<file path="config.mk">
export PLATFORM = sky130hd
export DESIGN_NAME = keypad_debounce_autorepeat
export DESIGN_NICKNAME = d
export VERILOG_FILES = /design/src/hw/rtl/kda_pkg.sv /design/src/hw/rtl/kda_core.sv /design/src/hw/rtl/keypad_debounce_autorepeat.sv
export VERILOG_INCLUDE_DIRS = /design/src /design/src/hw/rtl
export SDC_FILE = /design/constraint.sdc
export NUM_CORES = 1
export LEC_CHECK = 0
export ABC_AREA = 1
export BUFFER_PORTS_ARGS = -buffer_cell sky130_fd_sc_hd__clkbuf_2
export CAP_MARGIN = 20
export CORE_ASPECT_RATIO = 0.7
export CORE_MARGIN = 4
export CORE_UTILIZATION = 55
export CTS_CLUSTER_DIAMETER = 100
export CTS_CLUSTER_SIZE = 12
export DETAILED_ROUTE_END_ITERATION = 10
export GPL_ROUTABILITY_DRIVEN = 0
export GPL_TIMING_DRIVEN = 0
export PLACE_DENSITY_LB_ADDON = 0.25
export SYNTH_ARGS = -nofsm -noshare
export SYNTH_HDL_FRONTEND = slang
export SYNTH_SLANG_ARGS = --single-unit
</file>
<file path="constraint.sdc">
create_clock -name clk -period 5.5 [get_ports clk]
set_clock_uncertainty 0.15 [all_clocks]
set_input_delay 0.55 -clock clk [delete_from_list [all_inputs] [get_ports clk]]
set_output_delay 0.55 -clock clk [all_outputs]
set_load 0.01 [all_outputs]
</file>
<file path="src/hw/rtl/keypad_debounce_autorepeat_macros.svh">
// Assertion macros shared by the keypad debounce RTL.
`ifndef KEYPAD_DEBOUNCE_AUTOREPEAT_MACROS_SVH
`define KEYPAD_DEBOUNCE_AUTOREPEAT_MACROS_SVH

`ifndef SYNTHESIS
// Same-cycle implication, disabled while in reset.
`define KDA_ASSERT_IMPL(label, clk, rst_n, ante, cons) \
    label: assert property (@(posedge clk) disable iff (!rst_n) (ante) |-> (cons)) \
        else $error("keypad debounce: assertion failed");
// Next-cycle implication, disabled while in reset.
`define KDA_ASSERT_NEXT(label, clk, rst_n, ante, cons) \
    label: assert property (@(posedge clk) disable iff (!rst_n) (ante) |=> (cons)) \
        else $error("keypad debounce: assertion failed");
`else
`define KDA_ASSERT_IMPL(label, clk, rst_n, ante, cons)
`define KDA_ASSERT_NEXT(label, clk, rst_n, ante, cons)
`endif

`endif

</file>
<file path="src/hw/rtl/kda_pkg.sv">
package kda_pkg;

    // Input request: tick or poll with active-low pin samples
    typedef struct packed {
        logic       mode;
        logic [3:0] row_pins;
        logic [3:0] col_pins;
    } in_item_t;

    // Result: debounced code and press/repeat flag
    typedef struct packed {
        logic [7:0] key_code;
        logic       key_event;
    } out_item_t;

    // Configuration register set
    typedef struct packed {
        logic [7:0]  first_holdoff;
        logic [7:0]  second_holdoff;
        logic [15:0] initial_repeat_delay;
        logic [15:0] repeat_interval;
    } cfg_t;

    // Register indexes (byte address = 4 * index)
    typedef enum logic [1:0] {
        REG_FIRST_HOLDOFF   = 2'd0,
        REG_SECOND_HOLDOFF  = 2'd1,
        REG_INITIAL_DELAY   = 2'd2,
        REG_REPEAT_INTERVAL = 2'd3
    } reg_idx_t;

    // Request kinds
    localparam logic MODE_TICK = 1'b0;
    localparam logic MODE_POLL = 1'b1;

    // Register reset values
    localparam logic [7:0]  FIRST_HOLDOFF_RST   = 8'd10;
    localparam logic [7:0]  SECOND_HOLDOFF_RST  = 8'd5;
    localparam logic [15:0] INITIAL_DELAY_RST   = 16'd500;
    localparam logic [15:0] REPEAT_INTERVAL_RST = 16'd120;

    // Debounce stage, one-hot
    typedef enum logic [2:0] {
        STAGE_IDLE   = 3'b001,
        STAGE_FIRST  = 3'b010,
        STAGE_SECOND = 3'b100
    } scan_stage_t;

endpackage

</file>
<file path="src/hw/rtl/kda_core.sv">
module kda_core (
    input  logic              clk,
    input  logic              rst_n,
    input  logic              step,
    input  kda_pkg::in_item_t item,
    input  kda_pkg::cfg_t     cfg,
    output kda_pkg::out_item_t result
);

`include "keypad_debounce_autorepeat_macros.svh"

    kda_pkg::scan_stage_t stage_reg, stage_next;
    logic [7:0]  prev_scan_reg, prev_scan_next;
    logic [7:0]  last_code_reg, last_code_next;
    logic [7:0]  holdoff_reg, holdoff_next;
    logic [15:0] repeat_reg, repeat_next;

    logic [7:0] scan;
    logic [7:0] code;
    logic       key_event;

    // Active-low pins: rows form the upper nibble
    assign scan = {~item.row_pins, ~item.col_pins};

    // Debounce and event generation for one request
    always_comb
    begin
        stage_next     = stage_reg;
        prev_scan_next = prev_scan_reg;
        last_code_next = last_code_reg;
        holdoff_next   = holdoff_reg;
        repeat_next    = repeat_reg;
        code           = 8'd0;
        key_event      = 1'b0;

        if (item.mode == kda_pkg::MODE_TICK)
        begin
            // Timers count down and stop at zero
            if (holdoff_reg != 8'd0)
                holdoff_next = holdoff_reg - 8'd1;
            if (repeat_reg != 16'd0)
                repeat_next = repeat_reg - 16'd1;
        end
        else
        begin
            // Three-stage debounce, gated by hold-off
            priority if (holdoff_reg != 8'd0)
            begin
                code = 8'd0;
            end
            else if (scan != prev_scan_reg)
            begin
                stage_next     = kda_pkg::STAGE_FIRST;
                holdoff_next   = cfg.first_holdoff;
                prev_scan_next = scan;
            end
            else if (stage_reg == kda_pkg::STAGE_FIRST)
            begin
                stage_next   = kda_pkg::STAGE_SECOND;
                holdoff_next = cfg.second_holdoff;
            end
            else
            begin
                stage_next = kda_pkg::STAGE_IDLE;
                code       = scan;
            end

            // Press and typematic repeat
            priority if (code == 8'd0)
            begin
                repeat_next = 16'd0;
            end
            else if (code == last_code_reg)
            begin
                if (repeat_reg == 16'd0)
                begin
                    repeat_next = cfg.repeat_interval;
                    key_event   = 1'b1;
                end
            end
            else
            begin
                repeat_next = cfg.initial_repeat_delay;
                key_event   = 1'b1;
            end
            last_code_next = code;
        end
    end

    assign result.key_code  = code;
    assign result.key_event = key_event;

    // State registers
    always_ff @(posedge clk or negedge rst_n)
    begin
        if (!rst_n)
        begin
            stage_reg     <= kda_pkg::STAGE_IDLE;
            prev_scan_reg <= 8'd0;
            last_code_reg <= 8'd0;
            holdoff_reg   <= 8'd0;
            repeat_reg    <= 16'd0;
        end
        else if (step)
        begin
            stage_reg     <= stage_next;
            prev_scan_reg <= prev_scan_next;
            last_code_reg <= last_code_next;
            holdoff_reg   <= holdoff_next;
            repeat_reg    <= repeat_next;
        end
    end

    // A running repeat timer always belongs to a held key
    `KDA_ASSERT_IMPL(a_repeat_needs_key, clk, rst_n, repeat_reg != 16'd0, last_code_reg != 8'd0)
    // Ticks leave debounce history alone
    `KDA_ASSERT_NEXT(a_tick_keeps_scan, clk, rst_n, step && item.mode == kda_pkg::MODE_TICK, $stable(stage_reg) && $stable(prev_scan_reg) && $stable(last_code_reg))
    // Polls during hold-off do not sample the pins
    `KDA_ASSERT_NEXT(a_holdoff_blocks, clk, rst_n, step && item.mode == kda_pkg::MODE_POLL && holdoff_reg != 8'd0, $stable(stage_reg) && $stable(prev_scan_reg) && last_code_reg == 8'd0)

endmodule

</file>
<file path="src/hw/rtl/keypad_debounce_autorepeat.sv">
// Keypad debouncer with typematic auto-repeat. Each request is a timer tick
// (mode 0) or a keypad poll (mode 1); a tick counts down the hold-off and
// repeat timers and returns nothing, a poll returns one result with the
// debounced scan code (0 while none or still settling) and a flag set on a
// new press or an auto-repeat. One request is taken per cycle while no poll
// is blocked: it lands in an input register, is processed in a single pass,
// and its result sits in an output register, so a poll's result passes
// through both registers; only a result stalled at the output holds back
// the next poll. Timing registers are on the APB port at 0x0, 0x4, 0x8, 0xC
// and are to be written while no request is in flight.
module keypad_debounce_autorepeat (
    input  logic               clk,
    input  logic               rst_n,
    input  logic               psel,
    input  logic               penable,
    input  logic               pwrite,
    input  logic [3:0]         paddr,
    input  logic [31:0]        pwdata,
    output logic [31:0]        prdata,
    output logic               pready,
    input  logic               item_valid,
    output logic               item_ready,
    input  kda_pkg::in_item_t  item,
    output logic               result_valid,
    input  logic               result_ready,
    output kda_pkg::out_item_t result
);

`include "keypad_debounce_autorepeat_macros.svh"

    kda_pkg::cfg_t      cfg_reg;
    kda_pkg::reg_idx_t  reg_idx;
    logic               cfg_write;

    logic               in_valid_reg;
    kda_pkg::in_item_t  in_item_reg;
    logic               out_valid_reg;
    kda_pkg::out_item_t out_item_reg;

    kda_pkg::out_item_t core_result;
    logic               out_free;
    logic               advance;
    logic               load_result;

    // Configuration port
    assign pready    = 1'b1;
    assign reg_idx   = kda_pkg::reg_idx_t'(paddr[3:2]);
    assign cfg_write = psel && penable && pwrite;

    always_ff @(posedge clk or negedge rst_n)
    begin
        if (!rst_n)
        begin
            cfg_reg.first_holdoff        <= kda_pkg::FIRST_HOLDOFF_RST;
            cfg_reg.second_holdoff       <= kda_pkg::SECOND_HOLDOFF_RST;
            cfg_reg.initial_repeat_delay <= kda_pkg::INITIAL_DELAY_RST;
            cfg_reg.repeat_interval      <= kda_pkg::REPEAT_INTERVAL_RST;
        end
        else if (cfg_write)
        begin
            unique case (reg_idx)
                kda_pkg::REG_FIRST_HOLDOFF:   cfg_reg.first_holdoff <= pwdata[7:0];
                kda_pkg::REG_SECOND_HOLDOFF:  cfg_reg.second_holdoff <= pwdata[7:0];
                kda_pkg::REG_INITIAL_DELAY:   cfg_reg.initial_repeat_delay <= pwdata[15:0];
                kda_pkg::REG_REPEAT_INTERVAL: cfg_reg.repeat_interval <= pwdata[15:0];
            endcase
        end
    end

    // Register readback
    always_comb
    begin
        unique case (reg_idx)
            kda_pkg::REG_FIRST_HOLDOFF:   prdata = {24'd0, cfg_reg.first_holdoff};
            kda_pkg::REG_SECOND_HOLDOFF:  prdata = {24'd0, cfg_reg.second_holdoff};
            kda_pkg::REG_INITIAL_DELAY:   prdata = {16'd0, cfg_reg.initial_repeat_delay};
            kda_pkg::REG_REPEAT_INTERVAL: prdata = {16'd0, cfg_reg.repeat_interval};
        endcase
    end

    // Flow control: ticks never wait on the output side
    assign out_free    = !out_valid_reg || result_ready;
    assign advance     = in_valid_reg && (in_item_reg.mode == kda_pkg::MODE_TICK || out_free);
    assign load_result = advance && in_item_reg.mode == kda_pkg::MODE_POLL;
    assign item_ready  = !in_valid_reg || advance;

    // Input register
    always_ff @(posedge clk or negedge rst_n)
    begin
        if (!rst_n)
            in_valid_reg <= 1'b0;
        else if (item_ready)
            in_valid_reg <= item_valid;
    end

    always_ff @(posedge clk)
    begin
        if (item_ready && item_valid)
            in_item_reg <= item;
    end

    kda_core u_core (
        .clk    (clk),
        .rst_n  (rst_n),
        .step   (advance),
        .item   (in_item_reg),
        .cfg    (cfg_reg),
        .result (core_result)
    );

    // Result register
    always_ff @(posedge clk or negedge rst_n)
    begin
        if (!rst_n)
            out_valid_reg <= 1'b0;
        else if (out_free)
            out_valid_reg <= load_result;
    end

    always_ff @(posedge clk)
    begin
        if (load_result)
            out_item_reg <= core_result;
    end

    assign result_valid = out_valid_reg;
    assign result       = out_item_reg;

    // An event always carries a key
    `KDA_ASSERT_IMPL(a_event_has_code, clk, rst_n,
        out_valid_reg && out_item_reg.key_event,
        out_item_reg.key_code != 8'd0)
    // A tick never produces a result
    `KDA_ASSERT_NEXT(a_tick_no_result, clk, rst_n,
        advance && in_item_reg.mode == kda_pkg::MODE_TICK,
        out_valid_reg == $past(out_valid_reg && !result_ready))
    // A blocked poll holds in the input register
    `KDA_ASSERT_NEXT(a_stall_holds, clk, rst_n,
        in_valid_reg && !advance,
        in_valid_reg && $stable(in_item_reg))

endmodule

</file>
### After elaboration in Yosys (flattened, before gate mapping)

Cells that the tools add are included.

* flip-flop bits (word level): 111
* bits of input ports: 52
* output and inout port bits: 44
* logic and storage cells: 77

* $add $sub $neg: 2
* equal/unequal tests: 8
* multiplexer cells: 19
* bitwise gates (word level): 4
* reductions and logical operators: 28

Operators with widths (number)
* $pmux W32 S4: 1
* $mux W16: 5
* $mux W8: 9
* $logic_not A16 Y1: 1
* $reduce_bool A16 Y1: 1
* $sub A16 B1 Y16 const B: 1
* $reduce_and A2 Y1: 5
* $eq A8 B8 Y1: 1
* $logic_not A8 Y1: 1
* $ne A8 B8 Y1: 1
* $not A4 Y4: 2
* $reduce_and A4 Y1: 2
* $reduce_bool A8 Y1: 1
* $sub A8 B1 Y8 const B: 1
* $mux W3: 2
* $reduce_and A3 Y1: 2
* $logic_and A1 B1 Y1: 5
* $eq A2 B2 Y1 const B: 2
* $ne A4 B3 Y1 const B: 1
* $reduce_bool A2 Y1: 2
* $eq A3 B2 Y1 const B: 1
* $logic_or A1 B1 Y1: 3
* $reduce_bool A3 Y1: 1
* $eq A2 B1 Y1 const B: 1
* other kinds (6): 9

### Longest topological paths before layout

Gate-level depths: netlist (run 1).

* word-level depth: 9
* gate-level depth with buffers: 20
* mapped depth without buffers: 18

### Cells and area by module

From an unflattened synthesis (run 1), not the netlist that was laid out.

* cells, all modules: 916
* area, all modules: 6612.6 µm²

Modules (own cells, without submodules)
* kda_core: times used 1, cells each 577, area each 3589.7 µm², sequential area each 1077.3 µm²
* keypad_debounce_autorepeat: times used 1, cells each 339, area each 3022.9 µm², sequential area each 1809.2 µm²

### Least setup slack after synthesis (run 1)

Ideal clock, no wire load.

* kind: flip-flop to flip-flop
* from: reg u_core.holdoff_reg[0]
* to: reg u_core.repeat_reg[10]
* setup time: 0.116 ns
* data arrival time: 2.141 ns
* required time: 5.234 ns
* path slack: 3.092 ns
* cell stages (with the launch flop): 20
* path buffers: 2
* period minus slack after synthesis: 2.408 ns
* path through: dfrtp_1 -> inv_1 -> ha_1 -> nand2_1 -> nor2_1 -> nand2_1 -> buf_2 -> nor2_1 -> nand3_1 -> nand2_1 -> nand2_1 -> nand2_2 -> nor2_1 -> nand2_1 -> buf_4 -> nand2_1 -> nand3_1 -> nand2_1 -> nand2_1 -> nand2_1

* longest elaborated chain between the ends: 7
* elaborated cells on any way between the ends: 10
* classes of those cells: eq/ne (2); mux (5); reduce/logical (3)

Ends and longest elaborated chain
* start, declared: RTL line kda_core.sv:15 `logic [7:0] holdoff_reg, holdoff_next;`
* start signal, assigned: RTL line kda_core.sv:109 `holdoff_reg <= holdoff_next;`
* $reduce_bool A8 Y1 (*): RTL line kda_core.sv:47 `priority if (holdoff_reg != 8'd0)`
* $mux W8 (*): RTL line kda_core.sv:47
* $mux W8 (*): RTL line kda_core.sv:36 `if (item.mode == kda_pkg::MODE_TICK)`
* $eq A8 B8 Y1: RTL line kda_core.sv:73 `else if (code == last_code_reg)`
* $mux W16: RTL line kda_core.sv:73
* $mux W16: RTL line kda_core.sv:69 `priority if (code == 8'd0)`
* $mux W16: RTL line kda_core.sv:36
* end signal, assigned: RTL line kda_core.sv:110 `repeat_reg <= repeat_next;`
* end, declared: RTL line kda_core.sv:16 `logic [15:0] repeat_reg, repeat_next;`

Every way passes the cells marked *; elsewhere a longest branch is shown, timed or not. The select of a mux whose other input is x is not followed.
A chain may end at the register's enable or synchronous reset.

### Worst setup path after layout (run 1)

* from: reg u_core.holdoff_reg[0]
* to: reg u_core.repeat_reg[12]

The elaborated chain is that of the path after synthesis.

==> impl_metrics.csv, run 1 <==
group,metric,value,unit
grt,grt_max_degree,64,
floorplan,io_pins,96,
clock_tree,htreeDepth,3,
clock_tree,postCtsHoldBufs,0,
logic_synthesis,synth_top_area_frac,0.313,
critical_path,startpoint_type,"register",
critical_path,path_cells,"inv_1 > ha_1 > nand2_1 > nor2_1 > nand2_1 > buf_2 > nor2_1 > nand4_1 > nand2_1 > nand2_2 > nor2_8 > buf_2 > nand3_1 > nand3_1 > nand2_1 > nand2_1 > nand2_1",
pwr,power,2.81,mW
logic_synthesis,synth_area,6230,sq um
grt,antenna_found_initial,0,
timing,setup_tns,0,ns
timing,maxSlewViolCount,0,
clock_tree,cts_root_buffer,"clkbuf_16",
pwr,power.density,394,nW/um^2
clock_tree,clockBufferDepth,2,
timing,rsz0062_at_grt,"false",
critical_path,critPathMaxStageDelay,0.39,ns
detailed_routing,drc,0,
pwr,p_int,1.75,mW
finish,utilization,0.644,
clock_tree,cts.repair.resized,0,
logic_synthesis,ys_seq_elements,111,
floorplan,die_y,97.1,microns
logic_synthesis,synth_largest_area_cell,"dfrtp_1",
placed_design,io_buffers,60,
detailed_routing,firstDrtPassIters,5,
finish,antenna_cells,0,
clock_tree,cts.clk_slew.worst_paths,0.08,ns
finish,layout-drive-gt1-share,0.161,
run,cap_viol_max_count,0,
critical_path,critPathCaptureType,"register",
timing,hold_viol,0,
grt,grt_first_pass_wirelength,25400,microns
critical_path,crit_slowest_cell,"dfrtp_1",
floorplan,start_util,0.564,
finish,largest_reg_flops,48,
critical_path,path_common_cell,"nand2_1",
detailed_routing,via_per_inst,5.19,
critical_path,critPathMaxFanout,10,
detailed_routing,ant_nets,0,
detailed_routing,wirelength,15600,microns
logic_synthesis,yosysSeqAreaShare,0.463,
critical_path,cp.arrival,3.19,ns
finish,layout_commonest_cell,"nand2_1",
timing,slew_headroom,0.499,
status,outcome,"finished clean",
finish,layout_common_cells,"nand2_1 (275), inv_1 (101), o21ai_0 (85)",
timing,tightest_slew,0.746,ns
pwr,power.switching,1.06,mW
clock_tree,clk_latency,0.35,ns
placed_design,place_ws,2.48,ns
logic_synthesis,netlist_instances,838,
pwr,p_leak,3.72,nW
pwr,p_seq_frac,0.425,
finish,fill_cells,987,
timing,finalSetupViolations,0,
pwr,p_sw_frac,0.377,
logic_synthesis,yosys_warnings,0,
pwr,vdd.ir_drop.worst,0.181,mV
clock_tree,cts_tree,"done",
timing,period_share,0.561,
worst_hold_path,hp-class,"in2async",
timing,timing.final.crit_period,3.09,ns
clock_tree,cts_buffers,9,
floorplan,die_area,13100,sq um
grt,grt.overflow.total,0,
critical_path,crit_type,"reg2reg",
detailed_routing,wl_per_cell,14.4,microns
placed_design,hpwl,11800,microns
detailed_routing,vias,5623,
floorplan,floorplan.core_area,11100,sq um
pwr,power.share.combinational,0.329,
clock_tree,cts_setup_buffers,0,
finish,areaGrowthSynthToFinish,14.3,%
floorplan,chipWidth,135,microns
pwr,pwr-share-clk,0.245,
grt,grt_usage,0.242,
clock_tree,cts_sinks,111,
floorplan,rows,32,
logic_synthesis,yosysUniqueCellTypes,43,
detailed_routing,drt_iter0_drc,545,
logic_synthesis,netlist_top_cells_area,"dfrtp_1 (31%), nand2_1 (17%), edfxtp_1 (8.7%)",
timing,fin_ws,2.41,ns
logic_synthesis,syn_area_per_cell,7.44,sq um
timing,max_freq,324,MHz
grt,grt_pass1_vias,5106,
critical_path,required,5.60,ns
finish,nets,979,
## synthesized netlist by cell type, drive strengths merged
| cell type | instances |
|---|---|
| nand3b | 1 |
| dfstp | 15 |
| ha | 2 |
| nor3 | 4 |
| dfrtp | 78 |
| buf | 27 |
| o32ai | 1 |
| a21oi | 6 |
| o211ai | 1 |
| o21bai | 2 |
| nor2 | 74 |
| o21ai | 86 |
| inv | 115 |
| or2 | 1 |
| edfxtp | 18 |
| nand3 | 47 |
| xnor2 | 1 |
| clkinv | 2 |
| o311ai | 1 |
| nor4 | 3 |
| and3 | 1 |
| nand2 | 281 |
| conb | 2 |
| xor2 | 8 |
| and2 | 1 |
| o22ai | 21 |
| a21boi | 2 |
| o21a | 1 |
| a211oi | 1 |
| nand4 | 13 |
| clkbuf | 15 |
| o2111ai | 7 |
## per-layer routing
layer	global-route usage	part of all wire	vias up
met5	0	0	-
met4	0.0465	0.010	0
met3	0.0828	0.10	17
met2	0.324	0.41	211
met1	0.380	0.48	2569
li1	-	-	2826
## cells by family (layout without fill, tap and decap cells)
| family | Yosys count | in the layout | synth area share |
|---|---|---|---|
| other cells | 2 | 17 | 0.00121 |
| fa+ha+maj | 2 | 2 | 0.00401 |
| xor+xnor | 9 | 9 | 0.0126 |
| compound gates | 129 | 129 | 0.118 |
| flops | 111 | 111 | 0.463 |
| buf+inv | 159 | 236 | 0.111 |
| simple gates | 426 | 426 | 0.290 |
## worst max-delay path, delay by kind of cell, from the launching register on
kind                       cells  cell delay [ns]
adders and majority gates      1             0.17
buffers and inverters          3             0.56
DFF                            1             0.39
and+or+nand+nor               13             1.69
## power by group through the flow
stage | combinational (mW) | sequential [mW] | clock, mW
after global placement | 0.890 | 1.20 | 0
final | 0.924 | 1.19 | 0.689
after CTS | 0.921 | 1.19 | 0.699
after detailed placement | 0.915 | 1.20 | 0
after floorplan | 0.712 | 1.17 | 0
after global routing | 1.07 | 1.22 | 0.730
## through the flow
stage / instance area, sq um / hold slack [ns] / cells
detailed placement: 6810 / 0.318 / 1067
global route: 7120 / 0.0642 / 1083
finish: 7120 / 0.0304 / 1083
global placement: 6780 / 0.308 / 1066
floorplan: 6290 / 0.104 / 853
CTS: 7120 / 0.0479 / 1083
## final timing paths
path / startpoint / to / slack (ns) / cells past startpoint
min in group clk: item[7] / in_item_reg[7]$_DFFE_PP_ / 0.21 / 1
max: u_core.holdoff_reg[0]$_DFFE_PN0P_ / u_core.repeat_reg[12]$_DFFE_PN0P_ / 2.41 / 17
min: rst_n / u_core.last_code_reg[4]$_DFFE_PN0P_ / 0.03 / 1
max in group asynchronous: rst_n / cfg_reg[3]$_DFFE_PN1P_ / 4.45 / 2
min reg2reg: u_core.stage_reg[0]$_DFFE_PN1P_ / u_core.stage_reg[0]$_DFFE_PN1P_ / 0.32 / 2
max reg2reg: u_core.holdoff_reg[0]$_DFFE_PN0P_ / u_core.repeat_reg[12]$_DFFE_PN0P_ / 2.41 / 17
## layout make-up
type,instances,area [sq um],area share
Sequential cell,111,2890,0.405
Multi-Input combinational cell,583,2710,0.380
Inverter,117,439,0.0617
Timing Repair Buffer,61,330,0.0464
Buffer,42,254,0.0357
Clock buffer,9,225,0.0316
Tap cell,153,191,0.0269
Clock inverter,7,86.3,0.0121
(Power assumes the default switching activity.)
==> inputs of run 2 (changes only) <==
Clock period 5.5 ns to 3.2 ns, I/O delays scaled along.
==> run 2 against run 1 <==
- clock-buffer cell count unchanged
- wire length up 1.6%
- clock power up 73%
- sequential power up 72%
- fmax up 5.1%
- global-route usage up 0.21 points
- core utilization up 1.0 points
- cell count up 0.74%
- non-clock buffer count up 8
- sequential cell count unchanged
- critical path type unchanged
- critical endpoint is now u_core.repeat_reg[13]$_DFFE_PN0P_
==> impl_metrics.csv, run 2 (synthesized netlist as in run 1, its figures left out) <==
group,metric,value,unit
timing,finalSetupViolations,0,
grt,grtUsageMet1,0.381,
critical_path,worstRegToRegCells,19,
floorplan,rows,32,
pwr,power,4.86,mW
critical_path,path_common_cell,"nand2_1",
finish,areaGrowthSynthToFinish,16.1,%
detailed_routing,wl_per_cell,14.5,microns
placed_design,placed_cell_area,6810,sq um
detailed_routing,vias,5695,
finish,antenna_cells,0,
pwr,p_leak,3.76,nW
detailed_routing,via_per_inst,5.22,
grt,grt.overflow.total,0,
timing,period_share,0.917,
critical_path,crit_type,"reg2reg",
clock_tree,cts.clk_slew.worst_paths,0.08,ns
worst_hold_path,worstHoldPathCells,1,
critical_path,cp.arrival,3.03,ns
critical_path,startpoint,"u_core.holdoff_reg[0]$_DFFE_PN0P_",
detailed_routing,drt_iter0_drc,507,
grt,grt_first_pass_wirelength,25600,microns
timing,setup_tns,0,ns
critical_path,critPathCaptureType,"register",
critical_path,startpoint_type,"register",
placed_design,dp_cells,1067,
critical_path,rr_endpoint,"u_core.repeat_reg[13]$_DFFE_PN0P_",
worst_hold_path,worst_hold_startpoint,"item[6]",
grt,grt_usage,0.244,
floorplan,chipWidth,135,microns
critical_path,reg2reg_slack,0.26,ns
floorplan,start_util,0.564,
finish,layout_common_cells,"nand2_1 (274), inv_1 (101), o21ai_0 (85)",
clock_tree,htreeDepth,3,
critical_path,crit_slowest_cell,"dfrtp_1",
critical_path,path_cells,"inv_1 > ha_1 > nand2_1 > nor2_2 > nand2_1 > buf_2 > inv_1 > nand4_1 > nand2_1 > nand2_1 > inv_2 > nand2_2 > nor2_8 > clkbuf_4 > nand3_1 > nand3_1 > nand2_1 > nand2_1 > nand2_1",
run,cap_viol_max_count,0,
critical_path,r2r_start,"u_core.holdoff_reg[0]$_DFFE_PN0P_",
clock_tree,cts_tree,"done",
finish,largest_reg_flops,48,
detailed_routing,wirelength,15800,microns
worst_hold_path,holdPathEnd,"in_item_reg[6]$_DFFE_PP_",
finish,utilization,0.655,
grt,grt_pass1_vias,5154,
pwr,vdd.ir_drop.worst,0.312,mV
timing,slew_headroom,0.498,
clock_tree,cts_sinks,111,
status,outcome,"finished clean",
critical_path,required,3.30,ns
floorplan,floorplan.core_area,11100,sq um
finish,nets,987,
placed_design,io_buffers,60,
finish,layout-drive-gt1-share,0.166,
grt,grt_busiest_layer,"met1",
detailed_routing,firstDrtPassIters,5,
floorplan,die_y,97.1,microns
pwr,power.density,671,nW/um^2
finish,post-route-cell-area,7230,sq um
clock_tree,clk_latency,0.35,ns
detailed_routing,drc,0,
clock_tree,clockBufferDepth,2,
timing,timing.final.crit_period,2.94,ns
clock_tree,cts_buffers,9,
timing,maxSlewViolCount,0,
timing,max_freq,341,MHz
floorplan,io_pins,96,
detailed_routing,ant_nets,0,
timing,hold_viol,0,
finish,layout_commonest_cell,"nand2_1",
clock_tree,cts_setup_buffers,0,
critical_path,critPathMaxStageDelay,0.39,ns
clock_tree,cts_root_buffer,"clkbuf_16",
grt,grt_util_met3,0.0828,
grt,met2_usage,0.328,
worst_hold_path,hp-class,"in2reg",
grt,antenna_found_initial,0,
critical_path,critPathMaxFanout,10,
timing,rsz0062_at_grt,"false",
floorplan,die_area,13100,sq um
grt,grt_max_degree,64,
finish,final_cells,1091,
placed_design,hpwl,11800,microns
timing,tightest_slew,0.747,ns
## run 2: layer usage
| metal | wire, microns | vias up |
|---|---|---|
| met5 | 0 | - |
| met4 | 125 | 0 |
| met3 | 1590 | 13 |
| met2 | 6490 | 205 |
| met1 | 7600 | 2639 |
| li1 | - | 2838 |
## run 2: area by class of cell
cell class	count	area [sq um]
flip-flops and latches	111	2890
clock inverters	7	86.3
clock buffers	9	225
multi-input cells	583	2730
inverters	117	439
fillers	978	3820
well taps	153	191
plain buffers	41	258
repair buffers	70	420
## run 2: through the flow
| step | hold WS, ns | setup WS (ns) |
|---|---|---|
| global placement | 0.308 | 0.208 |
| floorplan | -0.126 | 0.792 |
| detailed placement | 0.195 | 0.185 |
| finish | 0.0103 | 0.265 |
| global route | 0.00970 | 0.0201 |
| CTS | 0.0125 | 0.174 |
## run 2: worst max-delay path, delay by kind of cell, from the launching register on
kind	cells	cell delay, ns
buffers and inverters	5	0.71
adders and majority gates	1	0.17
and+or+nand+nor	13	1.39
DFF	1	0.39
## run 2: worst max-delay path by stage
stage	endpoint	slack [ns]	depth (start not counted)
after floorplan	u_core.repeat_reg[10]$_DFFE_PN0P_	0.79	19
after global placement	u_core.repeat_reg[12]$_DFFE_PN0P_	0.21	16
after detailed placement	u_core.repeat_reg[13]$_DFFE_PN0P_	0.18	17
after CTS	u_core.repeat_reg[12]$_DFFE_PN0P_	0.17	17
after global routing	u_core.repeat_reg[13]$_DFFE_PN0P_	0.02	19
final	u_core.repeat_reg[13]$_DFFE_PN0P_	0.26	19
## run 2: report_power, final
part	internal, mW	switching, mW	total (mW)
clock network	0.628	0.562	1.19
registers	1.79	0.258	2.05
logic	0.593	1.02	1.62
total	3.01	1.84	4.86
## run 2: what timing repair did
item | in CTS | in global routing
resized for setup | 0 | 9
hold endpoints to repair | 37 | 0
endpoints found under the setup margin | 0 | 12
hold buffers | 9 | 0
